--- src/rtl/lppd_pkg.sv ---
package lppd_pkg;

	localparam int unsigned HdrBytes = 8;
	localparam int unsigned CntW     = $clog2(HdrBytes);

	// Result kinds carried on tuser
	typedef enum logic [1:0] {
		KIND_HEADER  = 2'd0,
		KIND_PAYLOAD = 2'd1,
		KIND_ERROR   = 2'd2
	} kind_t;

	// Parser phase, one-hot
	typedef enum logic [2:0] {
		PH_HEADER  = 3'b001,
		PH_PAYLOAD = 3'b010,
		PH_HALT    = 3'b100
	} phase_t;

	localparam logic [31:0] MaxLenReset = 32'd134217728;

	// Configuration register indexes
	localparam logic REG_MAX_LEN = 1'b0;

	// Result payload, packed from the lowest bit up:
	// packet_type, payload_length, packet_status, data_byte
	typedef struct packed {
		logic [7:0]  data_byte;
		logic [15:0] packet_status;
		logic [31:0] payload_length;
		logic [15:0] packet_type;
	} result_t;

endpackage

--- src/rtl/length_prefixed_packet_deframer.sv ---
// Path: a byte that yields a result passes the input register, then the result register;
// bytes that produce no result just pass through the input register. Throughput: one byte
// per cycle while the sink keeps up, set by the single-pass parse between the two registers.
// Reset (arst_n low, asynchronous): parser returns to the header phase with an empty header,
// max_payload_len returns to 134217728, both pipeline registers empty.
module length_prefixed_packet_deframer (
	input  logic        clk,
	input  logic        arst_n,
	// stream input
	input  logic        s_tvalid,
	output logic        s_tready,
	input  logic [7:0]  s_tdata,   // [7:0] stream_byte
	// result output
	output logic        m_tvalid,
	input  logic        m_tready,
	output logic [71:0] m_tdata,   // [15:0] packet_type, [47:16] payload_length,
	                               // [63:48] packet_status, [71:64] data_byte
	output logic [1:0]  m_tuser,   // [1:0] result_kind
	output logic        m_tlast,   // end_of_packet
	// configuration port
	input  logic        psel,
	input  logic        penable,
	input  logic        pwrite,
	input  logic [2:0]  paddr,
	input  logic [31:0] pwdata,
	output logic [31:0] prdata,
	output logic        pready
);

	// ------------------------------------------------------------------
	// Configuration register: max_payload_len at byte addresses 0 to 3 (paddr[2] low).
	// Addresses 4 to 7 ignore writes and read back zero.
	// ------------------------------------------------------------------
	logic [31:0] max_len_q;
	logic        cfg_wr;

	assign pready = 1'b1;
	assign cfg_wr = psel && penable && pwrite && pready && (paddr[2] == lppd_pkg::REG_MAX_LEN);

	always_ff @(posedge clk or negedge arst_n) begin
		if (!arst_n) begin
			max_len_q <= lppd_pkg::MaxLenReset;
		end else if (cfg_wr) begin
			max_len_q <= pwdata;
		end
	end

	assign prdata = (paddr[2] == lppd_pkg::REG_MAX_LEN) ? max_len_q : 32'd0;

	// ------------------------------------------------------------------
	// Stage 1: input register. The stage moves on whenever the result
	// register is empty or its transaction completes this cycle, so a new
	// byte is taken every cycle as long as the sink keeps up.
	// ------------------------------------------------------------------
	logic       v_s1;
	logic [7:0] byte_s1;
	logic       adv;
	logic       fire_s1;

	assign adv      = !m_tvalid || m_tready;
	assign s_tready = !v_s1 || adv;
	assign fire_s1  = v_s1 && adv;

	always_ff @(posedge clk or negedge arst_n) begin
		if (!arst_n) begin
			v_s1 <= 1'b0;
		end else if (s_tready) begin
			v_s1 <= s_tvalid;
		end
	end

	always_ff @(posedge clk) begin
		if (s_tready && s_tvalid) begin
			byte_s1 <= s_tdata;
		end
	end

	// ------------------------------------------------------------------
	// Parser state
	// ------------------------------------------------------------------
	lppd_pkg::phase_t             phase_q, phase_d;
	logic [lppd_pkg::CntW-1:0]    cnt_q, cnt_d;
	logic [55:0]                  cap_q;       // header bytes 0..6; byte 7 arrives live
	logic [31:0]                  rem_q, rem_d;

	logic                         produce;
	lppd_pkg::kind_t              kind_d;
	lppd_pkg::result_t            res_d;
	logic                         last_d;

	logic [15:0]                  hdr_type;
	logic [31:0]                  hdr_len;
	logic [15:0]                  hdr_status;
	logic                         hdr_done;

	assign hdr_type   = cap_q[15:0];
	assign hdr_len    = cap_q[47:16];
	assign hdr_status = {byte_s1, cap_q[55:48]};
	assign hdr_done   = (cnt_q == lppd_pkg::CntW'(lppd_pkg::HdrBytes - 1));

	always_comb begin
		phase_d = phase_q;
		cnt_d   = cnt_q;
		rem_d   = rem_q;
		produce = 1'b0;
		kind_d  = lppd_pkg::KIND_HEADER;
		res_d   = '0;
		last_d  = 1'b0;
		unique case (phase_q)
			lppd_pkg::PH_HEADER: begin
				if (!hdr_done) begin
					// collect one more header byte
					cnt_d = cnt_q + 1'b1;
				end else begin
					cnt_d   = '0;
					produce = 1'b1;
					if (hdr_len > max_len_q) begin
						// implausible length: report and halt for good
						phase_d              = lppd_pkg::PH_HALT;
						kind_d               = lppd_pkg::KIND_ERROR;
						res_d.payload_length = hdr_len;
					end else begin
						kind_d               = lppd_pkg::KIND_HEADER;
						res_d.packet_type    = hdr_type;
						res_d.payload_length = hdr_len;
						res_d.packet_status  = hdr_status;
						if (hdr_len == 32'd0) begin
							// empty packet ends with its header
							last_d = 1'b1;
						end else begin
							phase_d = lppd_pkg::PH_PAYLOAD;
							rem_d   = hdr_len;
						end
					end
				end
			end
			lppd_pkg::PH_PAYLOAD: begin
				produce         = 1'b1;
				kind_d          = lppd_pkg::KIND_PAYLOAD;
				res_d.data_byte = byte_s1;
				rem_d           = rem_q - 32'd1;
				if (rem_q == 32'd1) begin
					last_d  = 1'b1;
					phase_d = lppd_pkg::PH_HEADER;
				end
			end
			lppd_pkg::PH_HALT: begin
				// drop every byte
			end
			default: begin
				phase_d = lppd_pkg::PH_HALT;
			end
		endcase
	end

	always_ff @(posedge clk or negedge arst_n) begin
		if (!arst_n) begin
			phase_q <= lppd_pkg::PH_HEADER;
			cnt_q   <= '0;
			rem_q   <= '0;
		end else if (fire_s1) begin
			phase_q <= phase_d;
			cnt_q   <= cnt_d;
			rem_q   <= rem_d;
		end
	end

	// Header bytes land at their own lane; each header rewrites all of them.
	always_ff @(posedge clk) begin
		if (fire_s1 && (phase_q == lppd_pkg::PH_HEADER) && !hdr_done) begin
			cap_q[8*cnt_q +: 8] <= byte_s1;
		end
	end

	// ------------------------------------------------------------------
	// Stage 2: result register, holds the transaction until the sink takes it
	// ------------------------------------------------------------------
	logic              m_valid_s2;
	lppd_pkg::result_t res_s2;
	lppd_pkg::kind_t   kind_s2;
	logic              last_s2;

	always_ff @(posedge clk or negedge arst_n) begin
		if (!arst_n) begin
			m_valid_s2 <= 1'b0;
		end else if (adv) begin
			m_valid_s2 <= fire_s1 && produce;
		end
	end

	always_ff @(posedge clk) begin
		if (fire_s1 && produce) begin
			res_s2  <= res_d;
			kind_s2 <= kind_d;
			last_s2 <= last_d;
		end
	end

	assign m_tvalid = m_valid_s2;
	assign m_tdata  = res_s2;
	assign m_tuser  = kind_s2;
	assign m_tlast  = last_s2;

	// ------------------------------------------------------------------
	// Assertions
	// ------------------------------------------------------------------
	a_halt_silent: assert property (@(posedge clk) disable iff (!arst_n)
		(fire_s1 && phase_q == lppd_pkg::PH_HALT) |=> !m_tvalid)
		else $error("result produced while halted");

	a_error_halts: assert property (@(posedge clk) disable iff (!arst_n)
		(fire_s1 && produce && kind_d == lppd_pkg::KIND_ERROR) |=>
		(phase_q == lppd_pkg::PH_HALT))
		else $error("length error did not halt the parser");

	a_error_not_last: assert property (@(posedge clk) disable iff (!arst_n)
		(m_tvalid && m_tuser == lppd_pkg::KIND_ERROR) |-> !m_tlast)
		else $error("error result marked last");

	a_payload_count: assert property (@(posedge clk) disable iff (!arst_n)
		(phase_q == lppd_pkg::PH_PAYLOAD) |-> (rem_q != 32'd0))
		else $error("payload phase with nothing left to pass on");

	a_header_idle_count: assert property (@(posedge clk) disable iff (!arst_n)
		(fire_s1 && phase_q == lppd_pkg::PH_PAYLOAD) |=> (cnt_q == '0))
		else $error("header count not cleared during payload");

endmodule
--- config.mk ---
export PLATFORM = sky130hd
export DESIGN_NAME = length_prefixed_packet_deframer
export DESIGN_NICKNAME = d
export VERILOG_FILES = /design/src/rtl/lppd_pkg.sv /design/src/rtl/length_prefixed_packet_deframer.sv
export SDC_FILE = /design/constraint.sdc
export NUM_CORES = 1
export LEC_CHECK = 0
export ABC_CLOCK_PERIOD_IN_PS = 8600
export BUFFER_PORTS_ARGS = -buffer_cell sky130_fd_sc_hd__buf_2
export CAP_MARGIN = 10
export CORE_MARGIN = 8
export CORE_UTILIZATION = 50
export CTS_BUF_LIST = sky130_fd_sc_hd__clkbuf_16
export CTS_CLUSTER_SIZE = 8
export DETAILED_ROUTE_END_ITERATION = 6
export PLACE_DENSITY = 0.69
export RECOVER_POWER = 25
export SLEW_MARGIN = 20
export SYNTH_ARGS = -nofsm -noshare
export SYNTH_HDL_FRONTEND = slang
export SYNTH_SLANG_ARGS = --single-unit
export TNS_END_PERCENT = 1
--- constraint.sdc ---
create_clock -name clk -period 8.6 [get_ports clk]
set_input_delay 0.86 -clock clk [delete_from_list [all_inputs] [get_ports clk]]
set_output_delay 0.86 -clock clk [all_outputs]
set_load 0.01 [all_outputs]
After elaboration in Yosys (flattened, before gate mapping)
Cells that the tools add are included.
Operators by class
  eq/ne operators: 10
  reductions and logical operators: 20
  $lt $le $gt $ge: 1
  muxes and demuxes: 22
  bitwise logic cells: 4
  shifts and indexed selects: 2
  $add $sub $neg: 3
Operators with widths (count)
  $mux 32: 4
  $pmux 32 s2: 1
  $bwmux 56: 1
  $shift 8x34->56 const A: 1
  $shiftx 8x34->56: 1
  $neg 6->34: 1
  $eq 32x1->1 const B: 1
  $gt 32x32->1: 1
  $logic_not 32->1: 1
  $sub 32x1->32 const B: 1
  $mux 3: 5
  $reduce_and 5->1: 2
  $pmux 3 s3: 1
  $logic_and 1x1->1: 8
  $ne 2x2->1 const B: 4
  $eq 3x3->1 const B: 2
  $mux 1: 5
  $mux 2: 2
  $not 1->1: 4
  $pmux 1 s2: 2
  $pmux 2 s2: 1
  $reduce_and 2->1: 2
  $add 3x1->3 const B: 1
  $eq 3x1->1 const B: 1
  6 further kinds: 9
Word-level totals
  bits in registers: 211
  output and inout bits: 110
  bits of input ports: 50

Depth between registers and ports, before layout
  depth after elaboration: 5
  gate-level depth with buffers: 11

Least setup slack after synthesis
No wires, ideal clock.
  kind: reg-to-reg
  from: reg cnt_q[0] (netlist bit)
  to: reg res_s2, in the netlist m_tdata[0] (enable)
  arrival time: 2.890 ns
  slack: 5.281 ns
  data required time: 8.171 ns
  stages on the path, launching flop included: 8
  library setup time: 0.429 ns
  cells stage by stage: dfrtp_1 > ha_1 > ha_1 > clkbuf_1 > inv_1 > nor2_1 > o21ai_0 > inv_1
Between the ends
  longest elaborated chain between the ends: 4
Ends and longest elaborated chain
  from (decl): line length_prefixed_packet_deframer.sv:82  | logic [lppd_pkg::CntW-1:0] cnt_q, cnt_d;
  from (signal assigned): line length_prefixed_packet_deframer.sv:163  | cnt_q <= cnt_d;
  $eq 3x3->1: line length_prefixed_packet_deframer.sv:99  | assign hdr_done = (cnt_q == lppd_pkg::CntW'(lppd_pkg::HdrBytes - 1));
  $mux 1: line length_prefixed_packet_deframer.sv:111  | if (!hdr_done) begin
  $pmux 1 s2: line length_prefixed_packet_deframer.sv:109  | unique case (phase_q)
  $logic_and 1x1->1: line length_prefixed_packet_deframer.sv:192  | if (fire_s1 && produce) begin
  to (signal assigned): line length_prefixed_packet_deframer.sv:193  | res_s2 <= res_d;
  to (decl): line length_prefixed_packet_deframer.sv:179  | lppd_pkg::result_t res_s2;
Every way passes these cells.
A chain may end at the register's enable or synchronous reset.

==> results.cfg <==
[status]
outcome = finished with violations
violations = max-capacitance violations, max-slew violations

[routing]
wire_per_inst_um = 19.42
drc = 0
drt_iter0_drc = 577
postRouteWirelength_mm = 24.90
vias_per_cell = 5.572
antenna_left = 0
vias = 7143
drt_first_pass_iters = 5

[sta]
finalCritPeriodShare_pct = 49.11
drv_slew = 73
post-route-min-period_ps = 4224
setup_viol = 0
tightest_slew_ps = 4111
relSlewSlack_pct = -174.1
finalHoldViolations = 0
setup_ws_ps = 4376
fmax_ghz = 0.2368
tns_ps = 0
finClkSkew_ps = 21.75
rsz0062_at_grt = no

[yosys]
seq_area_frac_synth_pct = 59.99
ys.flop_type = edfxtp_1
synthesis.nets = 924
yosysTopAreaCell = edfxtp_1
netlist_instances = 833
synth_top_area_share_pct = 41.88
syn_area_mm2 = 0.009966
ys_types = 64
synth_edf_count = 139
ys_seq_elements = 211
avgSynthCellArea_um2 = 11.96
synth_area_leaders = edfxtp_1, dfrtp_1, ha_1, and2_1, and3_1
yosysWarnings = 0
async_reset_ff_share_pct = 34.12

[global_routing]
grtUsageTotal_pct = 20.00
grt_pass1_vias = 7081
overflow = 0
antenna_found_initial = 0
grt_start_max_net_pins = 73
grt_first_pass_wirelength_mm = 38.61

[final_layout]
num_antenna_cells = 0
num-fill-cells = 1628
layout-drive-gt1-share_pct = 21.24
final_nets = 1084
area_delta_synth_final_pct = 18.34

[floorplan]
die_x_um = 157.2
die-area_mm2 = 0.02471
die_h_um = 157.2
core-area_mm2 = 0.01953
initial_core_util_pct = 51.04
io_pins = 160
std_cell_rows = 51

[worst_setup_path]
critPathLaunchType = primary input
cp_num_buf_inv = 2
crit_family = buffers and inverters
slowest_stage = clkbuf_1
crit_type = primary input to async pin
slowest_delay_ps = 2850
cp.required_ps = 8280
cp-end-kind = async pin
cp.arrival_ps = 3900
path_cells = buf_2, clkbuf_1
crit_path_max_fanout = 72

[hold_path]
hold_path.class = primary input to register

[pwr]
power_density_mw_per_mm2 = 246.3
leakage_uw = 0.005168
power_uw = 2905
max-vdd-ir-drop_mv = 0.1457

[clock_tree]
cts_tree = done
h-tree-depth = 1
ctsHoldBuffers = 0
clk_latency_ps = 550
numCtsBuffers = 30
cts_buffer_depth = 3
clockRootBuffer = clkbuf_16
cts_num_sinks = 211
clk_pin_slew_worst_paths_ps = 50
cts_resized = 0
post_cts.repair.setup_buffers = 0

[placement]
dp_hpwl_mm = 17.14
gp_congestion = 0.8695
pre_cts_slack_ps = 4787
port-buffer-count = 156

[run]
maxCapViolCount = 1
## per-layer routing
metal	up-vias	global-route usage, %	part of all wire, %
met2	241	32.60	48
met4	0	4.578	1.2
met1	3507	26.80	44
li1	3370	-	-
met3	25	4.497	6.8
met5	-	0	0
## sequential cells by signal (all words and copies together), names as in the netlist
signal,flops
v_s1,1
m_tdata,72
m_tvalid,1
m_tuser,2
byte_s1,8
cnt_q,3
rem_q,32
cap_q,56
m_tlast,1
phase_q,3
max_len_q,32
## report_power, final
group / internal (uW) / switching [uW]
combinational: 228 / 332
sequential: 1190 / 105
clock: 622 / 424
## final cells by class
type | count | area (um2) | area share (%)
timing repair buffer | 164 | 794.5 | 6.737
clock inverter | 26 | 111.4 | 0.9442
clock buffer | 30 | 750.7 | 6.365
tap | 265 | 331.6 | 2.811
sequential | 211 | 5978 | 50.69
inverter | 53 | 200.2 | 1.697
multi-input combinational | 533 | 3627 | 30.76
## final timing paths
path                               start             to  slack, ps  cells past startpoint
setup / recovery                  arst_n      rem_q[28]       4380                      2
hold / removal                s_tdata[6]     byte_s1[6]        490                      1
setup reg to reg                cnt_q[0]    m_tdata[23]       4750                      8
hold reg to reg            max_len_q[11]  max_len_q[11]        500                      1
max in group clk                cnt_q[0]    m_tdata[23]       4750                      8
min in group asynchronous         arst_n   max_len_q[9]       1860                      2
## synth_stat cells, types with 2 or more instances
cell type,number
nor2b_1,9
nand4_1,14
o31ai_1,4
dfstp_2,2
o221a_2,2
or3_1,5
a22o_1,2
buf_6,3
a221oi_1,3
and3_1,64
nand2b_1,7
clkbuf_1,26
nor3_1,12
buf_2,4
ha_1,41
a21oi_1,21
nor2_1,72
a22oi_1,4
buf_4,3
edfxtp_1,139
inv_1,52
o21ai_0,37
nor3b_1,2
and3b_1,2
o31a_1,6
nand3_1,6
nand2_1,38
mux2_2,34
dfrtp_1,70
a31oi_1,16
nor4_1,18
and2_1,73
a32oi_1,8
o211ai_1,2
nor4_2,3
## stage by stage
| stage | hold slack (ps) | cell area (um2) | instances | util (%) |
|---|---|---|---|---|
| floorplan | 464.9 | 9966 | 833 | - |
| global placement | 487.7 | 10980 | 1226 | 56.21 |
| detailed placement | 489.3 | 10980 | 1226 | 56.21 |
| CTS | 469.6 | 11840 | 1282 | 60.62 |
| global route | 467.4 | 11790 | 1282 | 60.40 |
| finish | 486.7 | 11790 | 1282 | 60.40 |
## cells in the final DEF, fill, tap and decap left out, types with 5 or more instances in the layout
| master | Yosys | routed |
|---|---|---|
| nor4_1 | 18 | 17 |
| nand3_1 | 6 | 6 |
| dfrtp_1 | 70 | 70 |
| buf_4 | 3 | 7 |
| and3_1 | 64 | 64 |
| buf_2 | 4 | 122 |
| nand2b_1 | 7 | 7 |
| o31a_1 | 6 | 6 |
| nand2_1 | 38 | 38 |
| a32oi_1 | 8 | 8 |
| inv_1 | 52 | 74 |
| and2_1 | 73 | 68 |
| nor2_1 | 72 | 72 |
| o21ai_0 | 37 | 37 |
| edfxtp_1 | 139 | 139 |
| clkbuf_16 | 0 | 30 |
| a21oi_1 | 21 | 20 |
| ha_1 | 41 | 41 |
| nor3_1 | 12 | 12 |
| nand4_1 | 14 | 14 |
| or3_1 | 5 | 5 |
| mux2_2 | 34 | 34 |
| clkbuf_1 | 26 | 35 |
| a31oi_1 | 16 | 16 |
| and2_0 | 0 | 5 |
| nor2b_1 | 9 | 9 |
## cells by family after synthesis
| logic type | synth area share [%] |
|---|---|
| AND/OR/NAND/NOR | 19.21 |
| buffers and inverters | 3.792 |
| AO/OA/AOI/OAI | 7.985 |
| multiplexers | 3.842 |
| other | 0.03763 |
| flip-flops | 59.99 |
| adder cells (fa/ha/maj) | 5.148 |
## worst reg2reg max path, cell delays in order (launching register included)
cell and delay, ps:
dfrtp_1 530, ha_1 200, ha_1 780, inv_1 230
nor2_1 160, buf_4 280, o21ai_0 170, inv_2 470
buf_4 620
(Power assumes the default switching activity.)
